[src/hdl/sop_pkg.sv]
`default_nettype none
// ----------------------------------------------------------------------------
// sop_pkg
// Shared types and constants of the slab object allocator.
// ----------------------------------------------------------------------------
package sop_pkg;

  // defaults for the top-level parameters
  localparam int unsigned CacheDepthDef = 64;
  localparam int unsigned BatchSizeDef  = 16;

  // handle layout: page * SlotsMax + slot
  localparam int unsigned PageCount = 16;
  localparam int unsigned SlotsMax  = 64;
  localparam int unsigned HandleW   = 10;
  localparam int unsigned SlotW     = $clog2(SlotsMax);
  localparam int unsigned PageW     = $clog2(PageCount);
  localparam int unsigned PageIdW   = PageW + 1;
  localparam logic [PageIdW-1:0] NilPage = PageIdW'(PageCount);

  localparam int unsigned SppW = SlotW + 1;
  localparam logic [SppW-1:0] SppReset = SppW'(32);
  localparam logic [SppW-1:0] SppMax   = SppW'(SlotsMax);
  localparam logic [SppW-1:0] SppMin   = SppW'(1);

  localparam int unsigned ActiveW = 11;
  localparam logic [ActiveW-1:0] ActiveMax = '1;

  // slot bitmap is searched one chunk per cycle
  localparam int unsigned ScanLog = 3;
  localparam int unsigned ScanW   = 1 << ScanLog;
  localparam int unsigned ChunkW  = SlotW - ScanLog;

  localparam int unsigned CfgAddrW = 3;
  localparam int unsigned CfgDataW = 32;
  localparam logic RegSlotsPerPage = 1'b0;

  typedef enum logic {
    OP_ALLOC = 1'b0,
    OP_FREE  = 1'b1
  } sop_op_e;

  typedef enum logic [1:0] {
    ST_OK         = 2'd0,
    ST_NO_PAGE    = 2'd1,
    ST_BAD_HANDLE = 2'd2
  } sop_status_e;

  typedef enum logic [1:0] {
    SRC_CACHE   = 2'd0,
    SRC_PARTIAL = 2'd1,
    SRC_NEW     = 2'd2,
    SRC_NONE    = 2'd3
  } sop_source_e;

  typedef enum logic [3:0] {
    S_IDLE,
    S_CPOP,
    S_WALK,
    S_SCAN,
    S_NEW,
    S_FCHK,
    S_BREAD,
    S_BRET,
    S_BCHK,
    S_PUSH,
    S_FIN
  } sop_state_e;

  typedef struct packed {
    logic               opcode;
    logic [HandleW-1:0] object_handle;
  } sop_req_t;

  typedef struct packed {
    logic [1:0]         status;
    logic [1:0]         source;
    logic [HandleW-1:0] granted_handle;
    logic [4:0]         returned_count;
    logic [4:0]         pages_reclaimed;
    logic [ActiveW-1:0] active_objects;
    logic [ActiveW-1:0] peak_objects;
    logic [6:0]         cache_fill;
  } sop_rsp_t;

  // classified command between front and back
  typedef struct packed {
    logic               is_free;
    logic               slot_ok;
    logic [HandleW-1:0] handle;
  } sop_cmd_t;

endpackage
`default_nettype wire

[src/hdl/sop_queue.sv]
`default_nettype none
// ----------------------------------------------------------------------------
// sop_queue
// Two-entry command queue between the front and the back.
// ----------------------------------------------------------------------------
module sop_queue (
  input  wire logic              clk_i,
  input  wire logic              rst_ni,
  input  wire logic              wr_valid_i,
  output logic                   wr_ready_o,
  input  wire sop_pkg::sop_cmd_t wr_data_i,
  output logic                   rd_valid_o,
  input  wire logic              rd_ready_i,
  output sop_pkg::sop_cmd_t      rd_data_o
);
  import sop_pkg::*;

  sop_cmd_t   buf_q [2];
  logic       wptr_q, rptr_q;
  logic [1:0] cnt_q;
  logic       push, pop;

  assign wr_ready_o = (cnt_q != 2'd2);
  assign rd_valid_o = (cnt_q != 2'd0);
  assign rd_data_o  = buf_q[rptr_q];
  assign push       = wr_valid_i && wr_ready_o;
  assign pop        = rd_valid_o && rd_ready_i;

  always_ff @(posedge clk_i) begin
    if (push) begin
      buf_q[wptr_q] <= wr_data_i;
    end
  end

  always_ff @(posedge clk_i or negedge rst_ni) begin
    if (!rst_ni) begin
      wptr_q <= 1'b0;
      rptr_q <= 1'b0;
      cnt_q  <= 2'd0;
    end else begin
      if (push) wptr_q <= ~wptr_q;
      if (pop)  rptr_q <= ~rptr_q;
      if (push && !pop) begin
        cnt_q <= cnt_q + 2'd1;
      end else if (pop && !push) begin
        cnt_q <= cnt_q - 2'd1;
      end
    end
  end

endmodule
`default_nettype wire

[config.mk]
export PLATFORM = sky130hd
export DESIGN_NAME = sop_queue
export DESIGN_NICKNAME = d
export VERILOG_FILES = /design/src/hdl/sop_pkg.sv /design/src/hdl/sop_queue.sv
export SDC_FILE = /design/constraint.sdc
export NUM_CORES = 1
export LEC_CHECK = 0
export BUFFER_PORTS_ARGS = -buffer_cell sky130_fd_sc_hd__buf_4
export CORE_MARGIN = 4
export CORE_UTILIZATION = 40
export CTS_BUF_LIST = sky130_fd_sc_hd__clkbuf_16
export DETAILED_ROUTE_END_ITERATION = 8
export SKIP_CTS_REPAIR_TIMING = 1
export SYNTH_ARGS = -nofsm -noshare
export SYNTH_HDL_FRONTEND = slang
export SYNTH_SLANG_ARGS = --single-unit
[constraint.sdc]
create_clock -name clk_i -period 2.7 [get_ports clk_i]
set_clock_uncertainty 0.2 [all_clocks]
set_input_delay 0.27 -clock clk_i [delete_from_list [all_inputs] [get_ports clk_i]]
set_output_delay 0.27 -clock clk_i [all_outputs]
set_load 0.05 [all_outputs]
==> impl_metrics.ini, run 1 <==
[outcome]
outcome = finished clean

[cts]
cts_max_path_buffers = 2
clkSinkCount = 28
insertion_delay_ps = 250
clk_pin_slew_ps = 60
root_buffer = clkbuf_16
numCtsBuffers = 3
cts_tree = yes
h-tree-depth = 1

[floorplan]
die_h_um = 59.9
io_pins = 30
num_rows = 18
die_area_um2 = 3590
coreArea_um2 = 2520
initial_core_util_pct = 42.8
dieWidth_um = 59.9

[worst_setup_path]
critPathCaptureType = primary output
path_delay_family = flip-flops
path_class = reg2out
cp-start-kind = flip-flop
slowest_stage = dfrtp_1
critPathRequiredTime_ps = 2230
cp-startpoint = rptr_q$_DFFE_PN0P_
crit_arrival_ps = 1530
cpPeakStageDelay_ps = 680
path_max_fanout = 13
regToRegStartpoint = cnt_q[0]$_DFFE_PN0P_
path_cells = mux2_2 > buf_4
worst-path-buf-inv = 1

[placed_design]
dpl.hpwl_mm = 1.20
post-place-cells = 114
gp_congestion = 0.619
place_area_um2 = 1330
port_buffers = 29
dp_slack_ps = 966

[logic_synthesis]
syn_nets = 72
ys_async_sr_fraction_pct = 14.3
yosys_warnings = 0
ys.flop_type = edfxtp_1
yosys.area.top_type = edfxtp_1
synth_edf_count = 24
seq_area_frac_synth_pct = 76.1
yosysMostFrequentCell = edfxtp_1
synth_area_um2 = 1080
ys_types = 14
ys_top_cells_by_area = edfxtp_1, mux2_2, dfrtp_1
synth.top_cell.area_share_pct = 66.8
ys_top_cells_by_count = edfxtp_1, mux2_2, dfrtp_1
ys_ff_latch = 28
postSynthCellCount = 55
syn-mean-instance-area_um2 = 19.6

[timing]
fin_setup_tns_ps = 0
rsz0062_at_grt = false
max_freq_mhz = 500
hold_slack_ps = 3.55
final_max_slew_viol_count = 0
hold_viol = 0
fin_crit_sh_pct = 74.1
fin_ws_ps = 699
final-setup-viol-count = 0
tightest_slew_ps = 588
min_period_ps = 2000
max_slew_margin_pct = 60.8

[final_layout]
multi_input_area_um2 = 243
fin_nets = 118
final_cells = 129
fillers = 212
seq_area_um2 = 821
drive_gt1_share_pct = 48.5
final_area_um2 = 1530
final_core_util_pct = 60.5
antenna_cells = 0
syn_to_final_growth_pct = 41.4

[flow_run]
cap_violations = 0

[route]
wl_per_cell_um = 14.1
vias_per_cell = 4.53
drt_iter0_drc = 7
drc = 0
firstDrtPassIters = 3
routed_wl_mm = 1.82
vias = 585
antenna_left = 0

[hold_path]
hold_class = in2reg
min_from = wr_data_i[11]

[global_route]
grt_usage_pct = 10.6
antenna_found_initial = 0
grt_pass1_wl_mm = 2.68
grt_overflow = 0
grt_max_degree = 15
grt_pass1_vias = 595

[pwr]
leakage_nw = 0.608
fin_total_pwr_mw = 1.82
power_per_cell_area_nw_per_um2 = 1190
ir_drop_mv = 0.686
[path summary, 6_finish.rpt]
| check | slack (ps) | cells after the start | end |
|---|---|---|---|
| worst min register to register | 300 | 1 | wptr_q$_DFFE_PN0P_ |
| worst max-delay path | 700 | 2 | rd_data_o[10] |
| max in group asynchronous | 2050 | 2 | rptr_q$_DFFE_PN0P_ |
| worst max register to register | 1030 | 2 | buf_q[1][6]$_DFFE_PP_ |
| min in group asynchronous | 150 | 2 | cnt_q[0]$_DFFE_PN0P_ |
| worst min-delay path | 4 | 1 | buf_q[1][11]$_DFFE_PP_ |
[where the power goes]
| group | internal [mW] | switching [mW] | total, mW |
|---|---|---|---|
| logic | 0.309 | 0.505 | 0.814 |
| registers | 0.601 | 0.0820 | 0.683 |
| clock network | 0.196 | 0.124 | 0.320 |
[state kept, by name, summed over array words and instances, names as in the netlist]
register  count
cnt_q         2
buf_q        24
wptr_q        1
rptr_q        1
[cells in the final DEF, fill, tap and decap left out]
cell type,count
buf_4,30
edfxtp_1,24
mux2_2,12
dlygate4sd3_1,12
dfrtp_1,4
xnor2_1,3
clkbuf_16,3
nor2_1,2
xor2_1,2
nand2b_4,1
nand2_1,1
inv_1,1
or2_4,1
nand2_4,1
and3_1,1
ha_1,1
[cell type report]
class / count / share of cell area (%)
Tap cell: 30 / 2.46
Clock buffer: 3 / 4.92
Sequential cell: 28 / 53.8
Inverter: 1 / 0.246
Multi-Input combinational cell: 25 / 15.9
Timing Repair Buffer: 42 / 22.6
[per-layer routing]
metal | GRT usage (%) | part of all wire, %
met4 | 5.70 | 1.0
met1 | 13.2 | 42
met5 | 0 | 0
met3 | 2.59 | 5.3
met2 | 17.0 | 51
[logic make-up after synthesis]
family        count (synthesis)  synth area share (%)
flops                        28                  76.1
mux                          12                  12.5
simple gates                  7                  4.76
xor+xnor                      5                  4.06
buf+inv                       2                  1.39
fa+ha+maj                     1                  1.16
No activity file was read; power rests on OpenSTA's default activity.
==> run 2, diff against run 1 <==
--- a/config.mk
+++ b/config.mk
@@ -10,6 +10,7 @@
 export CORE_UTILIZATION = 40
 export CTS_BUF_LIST = sky130_fd_sc_hd__clkbuf_16
 export DETAILED_ROUTE_END_ITERATION = 8
+export PLACE_DENSITY = 0.66
 export SKIP_CTS_REPAIR_TIMING = 1
 export SYNTH_ARGS = -nofsm -noshare
 export SYNTH_HDL_FRONTEND = slang
==> constraint.sdc (replaced) <==
create_clock -name clk_i -period 1.8 [get_ports clk_i]
set_clock_uncertainty 0.2 [all_clocks]
set_input_delay 0.18 -clock clk_i [delete_from_list [all_inputs] [get_ports clk_i]]
set_output_delay 0.18 -clock clk_i [all_outputs]
set_load 0.05 [all_outputs]
==> run 2 against run 1 <==
Effect of this change:
- count of clock-buffer cells in the layout stayed put
- combinational power rose by 73%
- clock power increased by 100%
- first-iteration DRC count rose to 2.9 times the previous value
- register-to-register slack lost 890 ps
- cell count grew 7.8%
- sequential power is 45% higher
- highest routed layer unchanged
- worst setup slack worse by 610 ps
- sequential share of layout area fell by 3.8 points
==> impl_metrics.ini, run 2 (synthesis results as in run 1) <==
[outcome]
outcome = finished clean

[global_route]
grt_usage_pct = 11.3
grt_pass1_vias = 629
grt_pass1_wl_mm = 2.79
antenna_found_initial = 0
grt_max_degree = 17
grt_overflow = 0

[route]
antenna_left = 0
drt_iter0_drc = 20
wl_per_cell_um = 14.2
routed_wl_mm = 1.98
drc = 0
vias_per_cell = 4.49
firstDrtPassIters = 2
vias = 624

[cts]
h-tree-depth = 1
cts_tree = yes
cts_max_path_buffers = 2
insertion_delay_ps = 260
root_buffer = clkbuf_16
clk_pin_slew_ps = 70
clkSinkCount = 28
numCtsBuffers = 3

[final_layout]
reg_top3 = buf_q x24, cnt_q x2
layout_commonest_cell = buf_4
drive_gt1_share_pct = 53.2
syn_to_final_growth_pct = 52.4
fin_nets = 127
antenna_cells = 0
largest_reg_flops = 24
top_register = buf_q
final_area_um2 = 1640
final_cell_mix = buf_4, edfxtp_1, dlygate4sd3_1, mux2_2

[placed_design]
port_buffers = 29
gp_congestion = 0.693
place_area_um2 = 1380
dp_slack_ps = 145
dpl.hpwl_mm = 1.30

[pwr]
power_per_cell_area_nw_per_um2 = 1850
leakage_nw = 0.669
ir_drop_mv = 0.977

[timing]
min_period_ps = 1710
hold_slack_ps = 41.5
fin_setup_tns_ps = 0
fin_ws_ps = 87.9
final-setup-viol-count = 0
final_max_slew_viol_count = 0
hold_viol = 0
max_slew_margin_pct = 88.5
fin_crit_sh_pct = 95.1
max_freq_mhz = 584
rsz0062_at_grt = false
tightest_slew_ps = 173

[worst_setup_path]
reg2reg_depth = 6
critPathCaptureType = primary output
path_class = reg2out
cp.depth = 3
critPathRequiredTime_ps = 1420
reg2reg_to = cnt_q[1]$_DFFE_PN0P_
cp-start-kind = flip-flop
path_delay_family = flip-flops
reg2reg_slack_ps = 140
crit_arrival_ps = 1330
path_cells = buf_12 > mux2_2 > buf_4
worst-path-buf-inv = 2
slowest_stage = dfrtp_2
regToRegStartpoint = cnt_q[0]$_DFFE_PN0P_
path_max_fanout = 9
cpPeakStageDelay_ps = 410

[floorplan]
coreArea_um2 = 2520
io_pins = 30
dieWidth_um = 59.9
initial_core_util_pct = 42.8
die_h_um = 59.9
die_area_um2 = 3590
num_rows = 18

[flow_run]
cap_violations = 0

[hold_path]
hold_class = in2async
[run 2: cell types whose count changed in the layout (fill, tap and decap cells not counted), sizes merged]
cell / change
buf: +7
dlygate4sd3: +2
bufinv: +1
[run 2: area by class of cell]
| cell class | count | area (µm²) |
|---|---|---|
| Sequential cell | 28 | 822 |
| Fill cell | 199 | 878 |
| Tap cell | 30 | 37.5 |
| Clock inverter | 1 | 30.0 |
| Timing Repair Buffer | 51 | 430 |
| Inverter | 1 | 3.75 |
| Clock buffer | 3 | 75.1 |
| Multi-Input combinational cell | 25 | 245 |
[run 2: metrics by stage]
stage,power (mW),utilization (%),cells
after detailed placement,2.35,54.5,118
after global placement,2.32,54.5,118
after floorplan,1.94,-,55
after CTS,3.00,58.7,122
after global routing,3.17,65.2,139
final,3.04,65.2,139
[run 2: power by group]
part	internal [mW]	switching (mW)
Sequential	0.903	0.0864
Clock	0.442	0.203
Combinational	0.580	0.825
Total	1.93	1.11
[run 2: worst max-delay path by stage]
stage                               from              endpoint  slack (ps)
floorplan           cnt_q[0]$_DFFE_PN0P_  cnt_q[1]$_DFFE_PN0P_         120
global placement    cnt_q[0]$_DFFE_PN0P_  cnt_q[1]$_DFFE_PN0P_         210
detailed placement  cnt_q[0]$_DFFE_PN0P_  cnt_q[1]$_DFFE_PN0P_         150
global route        cnt_q[0]$_DFFE_PN0P_  cnt_q[1]$_DFFE_PN0P_          20
CTS                   rptr_q$_DFFE_PN0P_         rd_data_o[10]         -50
finish                rptr_q$_DFFE_PN0P_         rd_data_o[10]          90
[run 2: layer usage]
layer	vias to the layer above	routed length, µm	global-route usage, %	share of wire, %
li1	310	-	-	-
met1	291	748	11.4	38
met2	19	1060	18.7	53
met3	4	123	3.46	6.2
met4	0	52	9.49	2.6
met5	-	0	0	0
==> run 3, diff against run 2 <==
--- a/config.mk
+++ b/config.mk
@@ -5,6 +5,7 @@
 export SDC_FILE = /design/constraint.sdc
 export NUM_CORES = 1
 export LEC_CHECK = 0
+export ABC_AREA = 1
 export BUFFER_PORTS_ARGS = -buffer_cell sky130_fd_sc_hd__buf_4
 export CORE_MARGIN = 4
 export CORE_UTILIZATION = 40
==> run 3 against run 2 <==
Effect of this change:
- global-route usage increased by 0.82 points
- via count is 23% higher
- critical path depth is 1 higher
- largest power group unchanged
- worst hold slack lost 29 ps
- sequential share of layout area rose by 1.3 points
==> impl_metrics.ini, run 3 <==
[global_route]
antenna_found_initial = 0
grt_overflow = 0
grt_pass1_wl_mm = 3.17
grt_pass1_vias = 696
grt_max_degree = 16
grt_usage_pct = 12.1

[final_layout]
reg_top3 = buf_q x24, cnt_q x2
fillers = 204
top_register = buf_q
multi_input_area_um2 = 254
syn_to_final_growth_pct = 43.0
antenna_cells = 0
drive_gt1_share_pct = 31.7
largest_reg_flops = 24
final_area_um2 = 1600
seq_area_um2 = 822
layout_commonest_cell = nand2_1
final_cell_mix = nand2_1, buf_4, edfxtp_1, dlygate4sd3_1, inv_1
final_cells = 169
fin_nets = 157

[route]
antenna_left = 0
firstDrtPassIters = 4
drc = 0
vias_per_cell = 4.55
vias = 769
routed_wl_mm = 2.24
wl_per_cell_um = 13.2
drt_iter0_drc = 20

[placed_design]
gp_congestion = 0.750
place_area_um2 = 1380
dp_slack_ps = 237
post-place-cells = 151
port_buffers = 29
dpl.hpwl_mm = 1.42

[cts]
cts_tree = yes
h-tree-depth = 1
insertion_delay_ps = 260
root_buffer = clkbuf_16
numCtsBuffers = 3
cts_max_path_buffers = 2
clkSinkCount = 28
clk_pin_slew_ps = 60

[logic_synthesis]
ys_top_cells_by_area = edfxtp_1, nand2_1, dfrtp_1
seq_area_frac_synth_pct = 73.3
synth_edf_count = 24
ys.flop_type = edfxtp_1
ys_types = 15
synth_area_um2 = 1120
ys_async_sr_fraction_pct = 14.3
syn_nets = 108
synth.top_cell.area_share_pct = 64.4
yosys.area.top_type = edfxtp_1
yosys_warnings = 0
ys_ff_latch = 28
ys_top_cells_by_count = nand2_1, edfxtp_1, dfrtp_1, inv_1, inv_2
postSynthCellCount = 91
yosysMostFrequentCell = nand2_1
syn-mean-instance-area_um2 = 12.3

[worst_setup_path]
reg2reg_to = cnt_q[1]$_DFFE_PN0P_
regToRegStartpoint = cnt_q[0]$_DFFE_PN0P_
path_max_fanout = 8
critPathRequiredTime_ps = 1420
crit_arrival_ps = 1240
reg2reg_slack_ps = 230
critPathCaptureType = primary output
cp-start-kind = flip-flop
reg2reg_depth = 9
path_class = reg2out

[floorplan]
die_h_um = 60.9
die_area_um2 = 3710
initial_core_util_pct = 43.6
coreArea_um2 = 2570
num_rows = 18
dieWidth_um = 60.9
io_pins = 30

[flow_run]
cap_violations = 0

[hold_path]
whs_endpoint = wptr_q$_DFFE_PN0P_
hold_class = in2reg
hold_depth = 3
min_from = wr_valid_i

[timing]
fin_crit_sh_pct = 89.8
final_max_slew_viol_count = 0
max_slew_margin_pct = 87.2
tightest_slew_ps = 192
rsz0062_at_grt = false
min_period_ps = 1620
hold_viol = 0
final-setup-viol-count = 0
fin_ws_ps = 184
max_freq_mhz = 619
fin_setup_tns_ps = 0

[pwr]
leakage_nw = 0.721
power_per_cell_area_nw_per_um2 = 1840
ir_drop_mv = 0.994

[outcome]
outcome = finished clean
## run 3: changes by cell type after synthesis, moves of 3 or more
cell	before	now
inv_1	1	4
inv_2	0	3
mux2_2	12	0
nand2_1	1	42
## run 3: worst max-delay path by stage
stage                               from               endpoint  slack, ps  cells after the start
finish                rptr_q$_DFFE_PN0P_           rd_data_o[5]        180                      4
global route          rptr_q$_DFFE_PN0P_          rd_data_o[10]         90                      4
CTS                   rptr_q$_DFFE_PN0P_          rd_data_o[10]         70                      4
detailed placement  cnt_q[0]$_DFFE_PN0P_   cnt_q[1]$_DFFE_PN0P_        240                      9
global placement    cnt_q[0]$_DFFE_PN0P_   cnt_q[1]$_DFFE_PN0P_        280                      9
floorplan           cnt_q[0]$_DFFE_PN0P_  buf_q[0][0]$_DFFE_PP_         -6                      4
## run 3: layout make-up
type	instances	share of cell area (%)
timing repair buffer	46	23.7
inverter	7	1.80
clock buffer	3	4.69
tap	30	2.34
sequential	28	51.3
clock inverter	1	0.234
multi-input combinational	54	15.9
## run 3: power by group
part / leakage [nW] / internal [mW] / switching (mW)
clock: 0.0385 / 0.298 / 0.203
sequential: 0.270 / 0.901 / 0.0947
combinational: 0.413 / 0.435 / 1.02
## run 3: cells by family (layout without fill, tap and decap cells)
logic type / Yosys count / in the layout / share of synthesized area [%]
buffers and inverters: 9 / 57 / 4.02
flip-flops: 28 / 28 / 73.3
adder cells (fa/ha/maj): 1 / 1 / 1.12
AND/OR/NAND/NOR: 51 / 51 / 19.3
XOR/XNOR: 2 / 2 / 2.24
## run 3: per-stage QoR
stage	total power, mW	utilization, %	hold slack [ps]
floorplan	2.03	-	-316
global placement	2.41	53.7	-220
detailed placement	2.44	53.7	-219
CTS	2.94	56.8	-497
global route	3.12	62.4	19.9
finish	2.95	62.4	12.8
## run 3: metal layers
layer  global-route usage, %  wire [µm]
met2                    19.7       1220
met4                    5.57         38
met5                       0          0
met1                    14.8        880
met3                    3.62        101
## run 3: critical path, cell delays in order, from the launching register on
cell and delay (ps):
dfrtp_2 470, buf_4 190, nand2_1 50, nand2_1 70, buf_4 190
