==> config.mk <==
export PLATFORM = sky130hd
export DESIGN_NAME = sop_front
export DESIGN_NICKNAME = d
export VERILOG_FILES = /design/src/hdl/sop_pkg.sv /design/src/hdl/sop_front.sv
export SDC_FILE = /design/constraint.sdc
export NUM_CORES = 1
export LEC_CHECK = 0
export BUFFER_PORTS_ARGS = -buffer_cell sky130_fd_sc_hd__buf_4
export CAP_MARGIN = 20
export CORE_AREA = 4 4 54 56
export CTS_CLUSTER_DIAMETER = 60
export DETAILED_ROUTE_END_ITERATION = 8
export DIE_AREA = 0 0 58 60
export GPL_TIMING_DRIVEN = 0
export PLACE_DENSITY = 0.82
export SETUP_SLACK_MARGIN = 0.02
export SLEW_MARGIN = 20
export SYNTH_ARGS = -nofsm -noshare
export SYNTH_HDL_FRONTEND = slang
export SYNTH_SLANG_ARGS = --single-unit
==> constraint.sdc <==
create_clock -name clk_i -period 3.9 [get_ports clk_i]
set_input_delay 0.78 -clock clk_i [delete_from_list [all_inputs] [get_ports clk_i]]
set_output_delay 0.78 -clock clk_i [all_outputs]
set_load 0.02 [all_outputs]
==> src/hdl/sop_pkg.sv <==
`default_nettype none
// ----------------------------------------------------------------------------
// sop_pkg
// Shared types and constants of the slab object allocator.
// ----------------------------------------------------------------------------
package sop_pkg;

  // defaults for the top-level parameters
  localparam int unsigned CacheDepthDef = 64;
  localparam int unsigned BatchSizeDef  = 16;

  // handle layout: page * SlotsMax + slot
  localparam int unsigned PageCount = 16;
  localparam int unsigned SlotsMax  = 64;
  localparam int unsigned HandleW   = 10;
  localparam int unsigned SlotW     = $clog2(SlotsMax);
  localparam int unsigned PageW     = $clog2(PageCount);
  localparam int unsigned PageIdW   = PageW + 1;
  localparam logic [PageIdW-1:0] NilPage = PageIdW'(PageCount);

  localparam int unsigned SppW = SlotW + 1;
  localparam logic [SppW-1:0] SppReset = SppW'(32);
  localparam logic [SppW-1:0] SppMax   = SppW'(SlotsMax);
  localparam logic [SppW-1:0] SppMin   = SppW'(1);

  localparam int unsigned ActiveW = 11;
  localparam logic [ActiveW-1:0] ActiveMax = '1;

  // slot bitmap is searched one chunk per cycle
  localparam int unsigned ScanLog = 3;
  localparam int unsigned ScanW   = 1 << ScanLog;
  localparam int unsigned ChunkW  = SlotW - ScanLog;

  localparam int unsigned CfgAddrW = 3;
  localparam int unsigned CfgDataW = 32;
  localparam logic RegSlotsPerPage = 1'b0;

  typedef enum logic {
    OP_ALLOC = 1'b0,
    OP_FREE  = 1'b1
  } sop_op_e;

  typedef enum logic [1:0] {
    ST_OK         = 2'd0,
    ST_NO_PAGE    = 2'd1,
    ST_BAD_HANDLE = 2'd2
  } sop_status_e;

  typedef enum logic [1:0] {
    SRC_CACHE   = 2'd0,
    SRC_PARTIAL = 2'd1,
    SRC_NEW     = 2'd2,
    SRC_NONE    = 2'd3
  } sop_source_e;

  typedef enum logic [3:0] {
    S_IDLE,
    S_CPOP,
    S_WALK,
    S_SCAN,
    S_NEW,
    S_FCHK,
    S_BREAD,
    S_BRET,
    S_BCHK,
    S_PUSH,
    S_FIN
  } sop_state_e;

  typedef struct packed {
    logic               opcode;
    logic [HandleW-1:0] object_handle;
  } sop_req_t;

  typedef struct packed {
    logic [1:0]         status;
    logic [1:0]         source;
    logic [HandleW-1:0] granted_handle;
    logic [4:0]         returned_count;
    logic [4:0]         pages_reclaimed;
    logic [ActiveW-1:0] active_objects;
    logic [ActiveW-1:0] peak_objects;
    logic [6:0]         cache_fill;
  } sop_rsp_t;

  // classified command between front and back
  typedef struct packed {
    logic               is_free;
    logic               slot_ok;
    logic [HandleW-1:0] handle;
  } sop_cmd_t;

endpackage
`default_nettype wire

==> src/hdl/sop_front.sv <==
`default_nettype none
// ----------------------------------------------------------------------------
// sop_front
// Register port and request classification.
// ----------------------------------------------------------------------------
module sop_front (
  input  wire logic                           clk_i,
  input  wire logic                           rst_ni,
  input  wire logic                           psel,
  input  wire logic                           penable,
  input  wire logic                           pwrite,
  input  wire logic [sop_pkg::CfgAddrW-1:0]   paddr,
  input  wire logic [sop_pkg::CfgDataW-1:0]   pwdata,
  output logic      [sop_pkg::CfgDataW-1:0]   prdata,
  output logic                                pready,
  input  wire logic                           used_any_i,
  input  wire sop_pkg::sop_req_t              req_i,
  output sop_pkg::sop_cmd_t                   cmd_o,
  output logic      [sop_pkg::SppW-1:0]       spp_o
);
  import sop_pkg::*;

  logic [SppW-1:0] spp_q, spp_d;
  logic [SppW-1:0] wval;
  logic            reg_sel;

  assign reg_sel = (paddr[CfgAddrW-1] == RegSlotsPerPage);
  assign wval    = pwdata[SppW-1:0];
  assign pready  = 1'b1;

  always_comb begin
    spp_d = spp_q;
    // geometry may change only while no page is in use
    if (psel && penable && pwrite && reg_sel && !used_any_i) begin
      if (wval == '0) begin
        spp_d = SppMin;
      end else if (wval > SppMax) begin
        spp_d = SppMax;
      end else begin
        spp_d = wval;
      end
    end
  end

  always_ff @(posedge clk_i or negedge rst_ni) begin
    if (!rst_ni) begin
      spp_q <= SppReset;
    end else begin
      spp_q <= spp_d;
    end
  end

  always_comb begin
    prdata = '0;
    if (reg_sel && paddr[CfgAddrW-2:0] == '0) begin
      prdata = CfgDataW'(spp_q);
    end
  end

  assign spp_o         = spp_q;
  assign cmd_o.is_free = (req_i.opcode == OP_FREE);
  assign cmd_o.handle  = req_i.object_handle;
  assign cmd_o.slot_ok = ({1'b0, req_i.object_handle[SlotW-1:0]} < spp_q);

endmodule
`default_nettype wire

==> reports/qor.txt, run 1 <==
Mapped Cells -> 90
Max Buffers Root-to-Sink -> 2
PortBufs -> 47
number of fillers in the final layout -> 243
Synth Area per Inst -> 8.77 um2
Slew @ Worst Pin -> 0.618 ns
n_diodes -> 0
synthesis-to-finish area growth -> 64.2%
Num CTS Buffers -> 3
total die area -> 3480 um2
CP required -> 3.12 ns
hold violation count in the final report -> 0
Max Transition Viols Final -> 0
Rel. slew slack -> 58.5%
Final Setup Violations -> 0
site row count -> 18
# nets final -> 223
htree depth -> 1
CTS tree -> done
fin crit period -> 2.58 ns
wire length per cell -> 9.37 um
DRT iter0 DRCs -> 5
power per cell area -> 298 nW/um2
worst-path fanout max -> 2
Period Utilization, post-route -> 66.2%
Worst Hold Class -> in2async
Highest Clock Rate -> 0.388 GHz
IO Count -> 104
first-pass GRT wire length -> 2750 um
mapped cell area -> 790 um2
Worst-Skew Late Latency -> 0.25 ns
WP data arrival -> 1.80 ns
Die Wd -> 58 um
DR vias -> 733
DP HPWL -> 1710 um
vias per cell -> 3.76
leakage power -> 0.791 nW
GRT Total Usage -> 10.4%
Setup TNS Final -> 0 ns
last weighted congestion value of the routability-driven placer -> 0.786
Initial Util -> 32.5%
Synth Warn # -> 0
share of layout cells above drive strength 1 -> 54.5%
largest net degree at the start of global routing -> 8
synth unique cells -> 22
RSZ-0062 raised after global routing -> false
CTS sink count -> 7
Largest register FFs -> 7
# hold bufs at CTS -> 0
Setup Buffers After CTS -> 0
Seq/Total Area, Yosys -> 22.3%
r2r worst-path depth -> 2
die height -> 60 um
total gr overflow -> 0
CTS root buf -> clkbuf_4
core footprint -> 2430 um2
Setup crit end kind -> primary output
max-cap violations -> 0
Max Clock Skew -> 0 ns
antenna violations before repair -> 0
async set or reset register ratio after synthesis -> 100%
Critical R2R Launch -> spp_o[5]
kind of critical path -> in2out
vias in the first global route -> 659
Crit Reg-Reg Endpoint -> spp_o[5]
most used flip-flop cell after synthesis -> dfrtp_1
ANT nets after route -> 0
maximum VDD drop -> 154 uV
Detailed Route WL -> 1830 um
Pre-antenna DRT Iters -> 2
run status -> finished clean
Clock Pin Slew Worst Setup and Hold Paths -> 0.05 ns
CTS resizes -> 0
Post-synth EDFFs -> 0
r2r setup slk -> 3.09 ns
pre-CTS WS -> 1.31 ns
Yosys reg bits -> 7
Final Worst Setup Slack -> 1.32 ns
Residual DRC -> 0
CP startpoint kind -> input port
[final cells by class]
cell class / instances / area, um2 / share of cell area, %
tap: 30 / 37.5 / 2.90
buffer: 38 / 289 / 22.3
timing repair buffer: 47 / 353 / 27.2
inverter: 5 / 18.8 / 1.45
clock buffer: 4 / 26.3 / 2.03
sequential: 7 / 176 / 13.6
multi-input combinational: 64 / 395 / 30.5
[where the power goes]
group / total [W] / switching [W] / internal [W]
Clock: 0.0000651 / 0.0000261 / 0.0000390
Combinational: 0.000215 / 0.000110 / 0.000104
Sequential: 0.000107 / 0.0000146 / 0.0000920
[cells in the mapped netlist (all sizes together), types with 2 or more instances]
cell type  instances  share of area [%]
conb               2               0.95
ha                 5                7.9
a21oi              2                1.3
inv                5                2.4
buf               38                 37
dfrtp              6                 19
mux2i              5                6.3
and2               7                5.5
nand2b             6                4.8
nor2               2               0.95
nor3               2                1.3
[metal layers]
layer  share of wire [%]  routed length (um)  GRT usage [%]  vias to the layer above
met1                  35                 638           11.6                      288
met4                 1.9                  35           5.96                        0
li1                    -                   -              -                      381
met3                  18                 329           3.46                        5
met2                  45                 824           17.3                       59
met5                   0                   0              0                        -
[worst max-delay path, stage by stage]
cell     delay [ns]
buf_4          0.11
ha_1           0.29
a21o_1         0.16
a21oi_1        0.15
o32a_1         0.17
buf_4          0.14
[cell usage in the layout, fill, tap and decap left out, drive strengths merged]
| master | instances |
|---|---|
| nand3 | 1 |
| nand2b | 6 |
| nor3 | 2 |
| or4 | 1 |
| a211oi | 1 |
| or3 | 1 |
| ha | 5 |
| clkbuf | 4 |
| and2 | 7 |
| a21o | 1 |
| o2bb2ai | 1 |
| mux2 | 1 |
| o32a | 1 |
| nand4b | 1 |
| dfstp | 1 |
| conb | 26 |
| buf | 85 |
| dfrtp | 6 |
| inv | 5 |
| a21oi | 2 |
| mux2i | 5 |
| nor2 | 2 |
[cell families after synthesis]
group	Yosys count	share of synthesized area, %
adder cells (fa/ha/maj)	5	7.92
flip-flops	7	22.3
buffers and inverters	43	39.0
multiplexers	6	8.24
other	2	0.951
AND/OR/NAND/NOR	21	16.0
AO/OA/AOI/OAI	6	5.55
[worst max-delay path by stage]
stage | start | slack, ns | endpoint | depth (start not counted)
3_5_place_dp | paddr[1] | 1.31 | prdata[3] | 4
5_1_grt | req_i[4] | 1.25 | cmd_o[10] | 6
4_1_cts | req_i[4] | 1.30 | cmd_o[10] | 6
2_1_floorplan | req_i[4] | 1.51 | cmd_o[10] | 4
3_3_place_gp | paddr[1] | 1.29 | prdata[6] | 4
6_report | req_i[4] | 1.32 | cmd_o[10] | 6
[stage by stage]
stage | std cells | hold slack [ns] | utilization [%] | instance area (um2) | power, W
after floorplan | 114 | 0.484 | - | 880 | 0.000243
after global placement | 191 | 0.524 | 52.2 | 1270 | 0.000321
after detailed placement | 191 | 0.544 | 52.2 | 1270 | 0.000325
after CTS | 195 | 0.318 | 53.3 | 1300 | 0.000392
after global routing | 195 | 0.326 | 53.3 | 1300 | 0.000415
final | 195 | 0.324 | 53.3 | 1300 | 0.000386
Note: power is estimated with default switching activity, not from simulation.
==> run 2: changes to the inputs <==
--- a/config.mk
+++ b/config.mk
@@ -7,12 +7,12 @@
 export LEC_CHECK = 0
 export BUFFER_PORTS_ARGS = -buffer_cell sky130_fd_sc_hd__buf_4
 export CAP_MARGIN = 20
-export CORE_AREA = 4 4 54 56
+export CORE_AREA = 4 4 59 61
 export CTS_CLUSTER_DIAMETER = 60
 export DETAILED_ROUTE_END_ITERATION = 8
-export DIE_AREA = 0 0 58 60
+export DIE_AREA = 0 0 63 65
 export GPL_TIMING_DRIVEN = 0
-export PLACE_DENSITY = 0.82
+export PLACE_DENSITY = 0.73
 export SETUP_SLACK_MARGIN = 0.02
 export SLEW_MARGIN = 20
 export SYNTH_ARGS = -nofsm -noshare
==> constraint.sdc (replaced) <==
create_clock -name clk_i -period 2.2 [get_ports clk_i]
set_input_delay 0.44 -clock clk_i [delete_from_list [all_inputs] [get_ports clk_i]]
set_output_delay 0.44 -clock clk_i [all_outputs]
set_load 0.02 [all_outputs]
==> run 2 against run 1 <==
Sequential cell count unchanged. Largest cell class unchanged. Final area increased by 2.0%. Worst hold slack improved by 0.12 ns. Cell count increased by 2.1%. Highest routed layer unchanged. Sequential share of layout area decreased by 0.27 points. Combinational power increased by 84%.
==> reports/qor.txt, run 2 (same netlist as run 1, synthesis figures left out) <==
run status -> finished clean
CTS sink count -> 7 (unchanged)
Residual DRC -> 0 (unchanged)
CTS tree -> done
most frequent cells in the layout -> buf_4 (84), conb_1 (26), and2_1 (7), nand2b_1 (6), dfrtp_1 (6)
hold violation count in the final report -> 0 (unchanged)
Critical R2R Launch -> spp_o[6]
Detailed Route WL -> 1930 um (+5.3%)
ANT nets after route -> 0 (unchanged)
htree depth -> 1 (unchanged)
r2r worst-path depth -> 1 (-1)
site row count -> 20 (+2)
Final Setup Violations -> 0 (unchanged)
largest net degree at the start of global routing -> 8 (unchanged)
placed cell area -> 1270 um2 (+0.30%)
Clock Pin Slew Worst Setup and Hold Paths -> 0.05 ns (about the same)
share of layout cells above drive strength 1 -> 55.4% (+0.88 points)
worst-path fanout max -> 3 (+1)
maximum VDD drop -> 198 uV (+29%)
CP startpoint kind -> flop
max-cap violations -> 0 (unchanged)
IO Count -> 104 (unchanged)
fin util -> 44.4% (-8.9 points)
DRT iter0 DRCs -> 15 (+10)
vias in the first global route -> 684 (+3.8%)
Largest register FFs -> 7 (unchanged)
number of fillers in the final layout -> 323 (+33%)
Gate power share -> 56.6% (+1.1 points)
Worst Hold Class -> in2reg
hold_sp -> pwdata[5]
Max Buffers Root-to-Sink -> 2 (unchanged)
total die area -> 4100 um2 (+18%)
Highest Clock Rate -> 0.483 GHz
PortBufs -> 47 (unchanged)
Sw Pwr -> 0.000274 W (+82%)
Design Area, Final -> 1320 um2 (+2.0%)
kind of critical path -> reg2out
Hold Slack -> 0.445 ns (+0.121 ns)
Num CTS Buffers -> 3 (unchanged)
last weighted congestion value of the routability-driven placer -> 0.688 (-13%)
WHS Endpoint -> spp_o[5]
Crit Reg-Reg Endpoint -> spp_o[6]
switch share -> 39.3% (+0.23 points)
commonest non-fill, non-tap cell in the layout -> buf_4
n_diodes -> 0 (unchanged)
internal power -> 0.000423 W (+80%)
Initial Util -> 26.5% (-5.9 points)
CP required -> 1.76 ns (-1.36 ns)
GRT Total Usage -> 9.60% (-0.79 points)
Worst-Skew Late Latency -> 0.24 ns (about the same)
first-pass GRT wire length -> 3040 um (+10%)
Slew @ Worst Pin -> 0.632 ns (+0.0140 ns)
CTS root buf -> clkbuf_4
Max Clock Skew -> 0 ns (unchanged)
vias per cell -> 3.68 (-2.1%)
Max Transition Viols Final -> 0 (unchanged)
synthesis-to-finish area growth -> 67.5%
Setup TNS Final -> 0 ns (unchanged)
hold depth -> 3
WP data arrival -> 1.63 ns (-0.17 ns)
power per cell area -> 527 nW/um2 (+77%)
antenna violations before repair -> 0 (unchanged)
Clk pwr share -> 15.9% (-1.0 points)
Setup crit end kind -> primary output
sequential share of power -> 27.4% (-0.2 points)
Rel. slew slack -> 57.5% (-0.94 points)
# nets final -> 224 (+0.45%)
wire length per cell -> 9.67 um (+3.2%)
Die Wd -> 63 um (+8.6%)
Period Utilization, post-route -> 94.1%
core footprint -> 2980 um2 (+22%)
leakage power -> 0.795 nW (+0.44%)
die height -> 65 um (+8.3%)
DP HPWL -> 1780 um (+4.2%)
fin crit period -> 2.07 ns
DR vias -> 732 (-0.14%)
Pre-antenna DRT Iters -> 4 (+2)
r2r setup slk -> 1.39 ns (-1.70 ns)
total gr overflow -> 0 (unchanged)
RSZ-0062 raised after global routing -> false
run 2: metrics by stage:
step,total power [W],setup slack (ns),std cells
2_1_floorplan,0.000431,0.393,114
3_3_place_gp,0.000569,0.214,194
3_5_place_dp,0.000580,0.259,194
4_1_cts,0.000697,0.0898,199
5_1_grt,0.000762,0.0504,199
6_report,0.000697,0.130,199
run 2: metal layers:
layer,vias up,share of wire (%),global-route usage [%]
met5,-,0,0
met4,0,0.47,4.13
met3,2,14,4.85
met2,47,47,15.3
met1,301,38,10.7
li1,382,-,-
run 2: repair_timing:
item	CTS	global route
hold buffers	1	0
endpoints found under the hold margin	6	0
setup endpoints to repair	0	1
buffers inserted	0	0
gates resized for setup	0	2
run 2: cell type report:
type | instances | area [um2] | share of cell area (%)
buffer | 38 | 289 | 21.9
sequential | 7 | 176 | 13.3
tap | 33 | 41.3 | 3.12
multi-input combinational | 64 | 408 | 30.8
timing repair buffer | 48 | 363 | 27.4
inverter | 5 | 18.8 | 1.42
clock buffer | 4 | 26.3 | 1.99
run 2: power groups by stage:
stage | sequential [W] | combinational (W) | clock (W)
2_1_floorplan | 0.000224 | 0.000207 | 0
6_report | 0.000191 | 0.000395 | 0.000111
5_1_grt | 0.000196 | 0.000430 | 0.000135
3_5_place_dp | 0.000193 | 0.000387 | 0
3_3_place_gp | 0.000191 | 0.000378 | 0
4_1_cts | 0.000191 | 0.000389 | 0.000117
run 2: how the worst max path moves through the flow:
stage,slack (ns),from,cells past startpoint,end
after floorplan,0.39,spp_o[5],4,cmd_o[10]
after global placement,0.21,paddr[1],4,prdata[1]
after detailed placement,0.26,paddr[1],4,prdata[5]
after CTS,0.09,spp_o[5],5,cmd_o[10]
after global routing,0.05,spp_o[5],5,cmd_o[10]
final,0.13,spp_o[5],5,cmd_o[10]
run 2: critical path: stages (launching register included):
cell	delay, ns
dfstp_2	0.54
inv_2	0.05
ha_4	0.26
nand4b_1	0.08
o32a_1	0.29
buf_4	0.16
==> run 3: changes to the inputs <==
--- a/config.mk
+++ b/config.mk
@@ -5,14 +5,15 @@
 export SDC_FILE = /design/constraint.sdc
 export NUM_CORES = 1
 export LEC_CHECK = 0
+export ABC_AREA = 1
 export BUFFER_PORTS_ARGS = -buffer_cell sky130_fd_sc_hd__buf_4
 export CAP_MARGIN = 20
-export CORE_AREA = 4 4 59 61
+export CORE_AREA = 4 4 58 60
 export CTS_CLUSTER_DIAMETER = 60
 export DETAILED_ROUTE_END_ITERATION = 8
-export DIE_AREA = 0 0 63 65
+export DIE_AREA = 0 0 62 64
 export GPL_TIMING_DRIVEN = 0
-export PLACE_DENSITY = 0.73
+export PLACE_DENSITY = 0.76
 export SETUP_SLACK_MARGIN = 0.02
 export SLEW_MARGIN = 20
 export SYNTH_ARGS = -nofsm -noshare
==> run 3 against run 2 <==
Routed wire length shrank 1.6%. Die area down 3.1%. Clock skew unchanged. Worst setup slack gained 0.085 ns. Synthesized cell count grew 27%. Utilization up 1.1 points. Highest routed layer unchanged. Critical endpoint unchanged. Clock-buffer cell count is the same. Area after synthesis increased by 3.0%. Sequential share of layout area shrank 0.11 points. Largest power group unchanged. First-iteration DRC count up 20%. Clock power barely moved.
==> reports/qor.txt, run 3 <==
async set or reset register ratio after synthesis -> 100% (unchanged)
final non-filler cell total -> 223 (+12%)
hold violation count in the final report -> 0 (unchanged)
Max Transition Viols Final -> 0 (unchanged)
most frequent cell after synthesis -> buf_4
FF/Latch Area -> 176 um2 (unchanged)
Simple-Gate Fraction of Synth Area -> 25.5% (+9.5 points)
Synth Warn # -> 0 (unchanged)
n_diodes -> 0 (unchanged)
Worst-Skew Late Latency -> 0.25 ns (about the same)
antenna violations before repair -> 0 (unchanged)
number of fillers in the final layout -> 331 (+2.5%)
total gr overflow -> 0 (unchanged)
Largest register FFs -> 7 (unchanged)
commonest cells in the netlist -> buf_4 (37), nand2_1 (23), nor2_1 (13)
power per cell area -> 453 nW/um2 (-14%)
area of the multi-input gates -> 403 um2 (-1.2%)
worst path cell trace -> inv_1, ha_1, nand2_1, o21ai_0, a21oi_1, buf_4
Max Clock Skew -> 0 ns (unchanged)
Yosys reg bits -> 7 (unchanged)
# nets final -> 248 (+11%)
CP startpoint kind -> flop
Cells after DPL -> 218 (+12%)
PortBufs -> 47 (unchanged)
last weighted congestion value of the routability-driven placer -> 0.680 (-1.2%)
CP peak stage delay -> 0.54 ns (about the same)
die height -> 64 um (-1.5%)
DP HPWL -> 1760 um (-1.4%)
worst-path fanout max -> 3 (unchanged)
most used flip-flop cell after synthesis -> dfrtp_1
leakage power -> 0.823 nW (+3.6%)
main combinational cell family by area after synthesis -> buffers and inverters
post-synthesis mux area share -> 0% (-8.2 points)
xor and xnor area share after synthesis -> 0% (unchanged)
DR vias -> 817 (+12%)
most frequent cells in the layout -> buf_4 (84), conb_1 (26), nand2_1 (23), nor2_1 (13), inv_1 (11)
Die Wd -> 62 um (-1.6%)
Num CTS Buffers -> 3 (unchanged)
Detailed Route WL -> 1890 um (-1.6%)
CTS sink count -> 7 (unchanged)
Clock Pin Slew Worst Setup and Hold Paths -> 0.05 ns (about the same)
CTS root buf -> clkbuf_4
CP max-delay cell -> dfstp_2
first-pass GRT wire length -> 2910 um (-4.1%)
Synth top area share -> 34.2% (-1.0 points)
kind of critical path -> reg2out
run status -> finished clean
top routing layer in use -> met4
Highest Clock Rate -> 0.504 GHz (+4.3%)
total die area -> 3970 um2 (-3.1%)
CTS tree -> done
IO Count -> 104 (unchanged)
Adder-Cell Fraction of Synth Area -> 7.69% (-0.23 points)
RSZ-0062 raised after global routing -> false
Worst Hold Class -> in2reg
max-cap violations -> 0 (unchanged)
Synth Area in Compound Gates -> 4.31% (-1.2 points)
Pre-antenna DRT Iters -> 4 (unchanged)
htree depth -> 1 (unchanged)
fin crit period -> 1.98 ns (-0.0854 ns)
metal2 WL -> 980 um (+8.5%)
CP required -> 1.76 ns (about the same)
synth unique cells -> 17 (-23%)
met1 WL -> 619 um (-16%)
Final Power -> 0.000604 W (-13%)
mapped cell area -> 813 um2 (+3.0%)
Period Utilization, post-route -> 90.2% (-3.9 points)
synthesis-to-finish area growth -> 64.0%
Post-synth EDFFs -> 0 (unchanged)
commonest non-fill, non-tap cell in the layout -> buf_4
maximum VDD drop -> 208 uV (+5.2%)
Max Buffers Root-to-Sink -> 2 (unchanged)
Mapped Cells -> 114 (+27%)
met3 routed WL -> 267 um (-4.0%)
Initial Util -> 27.8% (+1.3 points)
post-synth top area cell -> buf_4
Setup TNS Final -> 0 ns (unchanged)
share of layout cells above drive strength 1 -> 48.9% (-6.5 points)
Final Setup Violations -> 0 (unchanged)
WP data arrival -> 1.54 ns (-0.09 ns)
largest cells by area after synthesis -> buf_4 (34%), dfrtp_1 (18%), nand2_1 (11%), ha_1 (7.7%), nor2_1 (6.0%)
Synth Area per Inst -> 7.13 um2 (-19%)
site row count -> 20 (unchanged)
GRT Total Usage -> 9.47% (-0.12 points)
Seq/Total Area, Yosys -> 21.7% (-0.65 points)
Design Area, Final -> 1330 um2 (+0.85%)
vias in the first global route -> 768 (+12%)
ANT nets after route -> 0 (unchanged)
largest net degree at the start of global routing -> 10 (+2)
DRT iter0 DRCs -> 18 (+3)
Setup crit end kind -> primary output
Residual DRC -> 0 (unchanged)
core footprint -> 2930 um2 (-1.7%)
wire length per cell -> 8.49 um (-12%)
placed cell area -> 1300 um2 (+1.9%)
vias per cell -> 3.66 (-0.40%)
Largest delay share family, worst path -> flip-flops
Buffers & Inverters on Critical Path -> 2 (unchanged)
[run 3: cell count changes in the layout (fill, tap and decap cells not counted), sizes merged, moves of 2 or more]
cell    before  now
a21oi        2    4
inv          5   11
nand3        1    5
and2         7    0
mux2i        5    0
nor2         2   15
nor3         2    0
nand2b       6    0
o21ai        0    3
nand2        0   24
[run 3: per-layer routing]
metal,vias up,track usage (%)
li1,436,-
met2,48,17.9
met4,0,3.18
met3,3,1.82
met1,330,9.80
met5,-,0
[run 3: power breakdown]
group	switching (W)	total, W	internal, W
Clock	0.0000452	0.000114	0.0000691
Combinational	0.000174	0.000322	0.000147
Sequential	0.0000159	0.000168	0.000152
Total	0.000235	0.000604	0.000368
[run 3: path summary, 6_finish.rpt]
| kind | startpoint | end | slack [ns] | depth (start not counted) |
|---|---|---|---|---|
| setup / recovery | spp_o[5] | cmd_o[10] | 0.22 | 6 |
| hold / removal | pwdata[5] | spp_o[5] | 0.40 | 3 |
| setup reg to reg | spp_o[5] | spp_o[5] | 1.49 | 2 |
| hold reg to reg | spp_o[5] | spp_o[5] | 0.48 | 2 |
| max in group asynchronous | rst_ni | spp_o[5] | 1.46 | 2 |
| min in group asynchronous | rst_ni | spp_o[1] | 0.53 | 2 |
[run 3: per-stage QoR]
stage	hold slack [ns]	setup slack, ns	util [%]
after CTS	0.400	0.192	45.6
after floorplan	0.144	0.356	-
final	0.400	0.215	45.6
after detailed placement	0.252	0.351	44.3
after global placement	0.252	0.380	44.3
after global routing	0.419	0.0892	45.6
[run 3: repair_timing]
item | CTS | global route
resized for setup | 0 | 0
setup buffers | 0 | 0
hold endpoints to repair | 6 | 0
hold buffers | 1 | 0
[run 3: kinds of logic after synthesis]
| logic type | Yosys count |
|---|---|
| DFF | 7 |
| other | 2 |
| and+or+nand+nor | 44 |
| adders and majority gates | 5 |
| buffers and inverters | 49 |
| AOI/OAI and AO/OA | 7 |
[run 3: cell type report]
| type | instances | area share (%) |
|---|---|---|
| multi-input cells | 82 | 30.2 |
| inverters | 12 | 3.47 |
| clock buffers | 4 | 1.97 |
| plain buffers | 37 | 20.8 |
| well taps | 33 | 3.10 |
| repair buffers | 48 | 27.2 |
| flip-flops and latches | 7 | 13.2 |
[run 3: worst register-to-register path: stages (launching register included)]
cell and delay [ns]:
dfstp_2 0.54, nand2_1 0.05, nand2_1 0.07
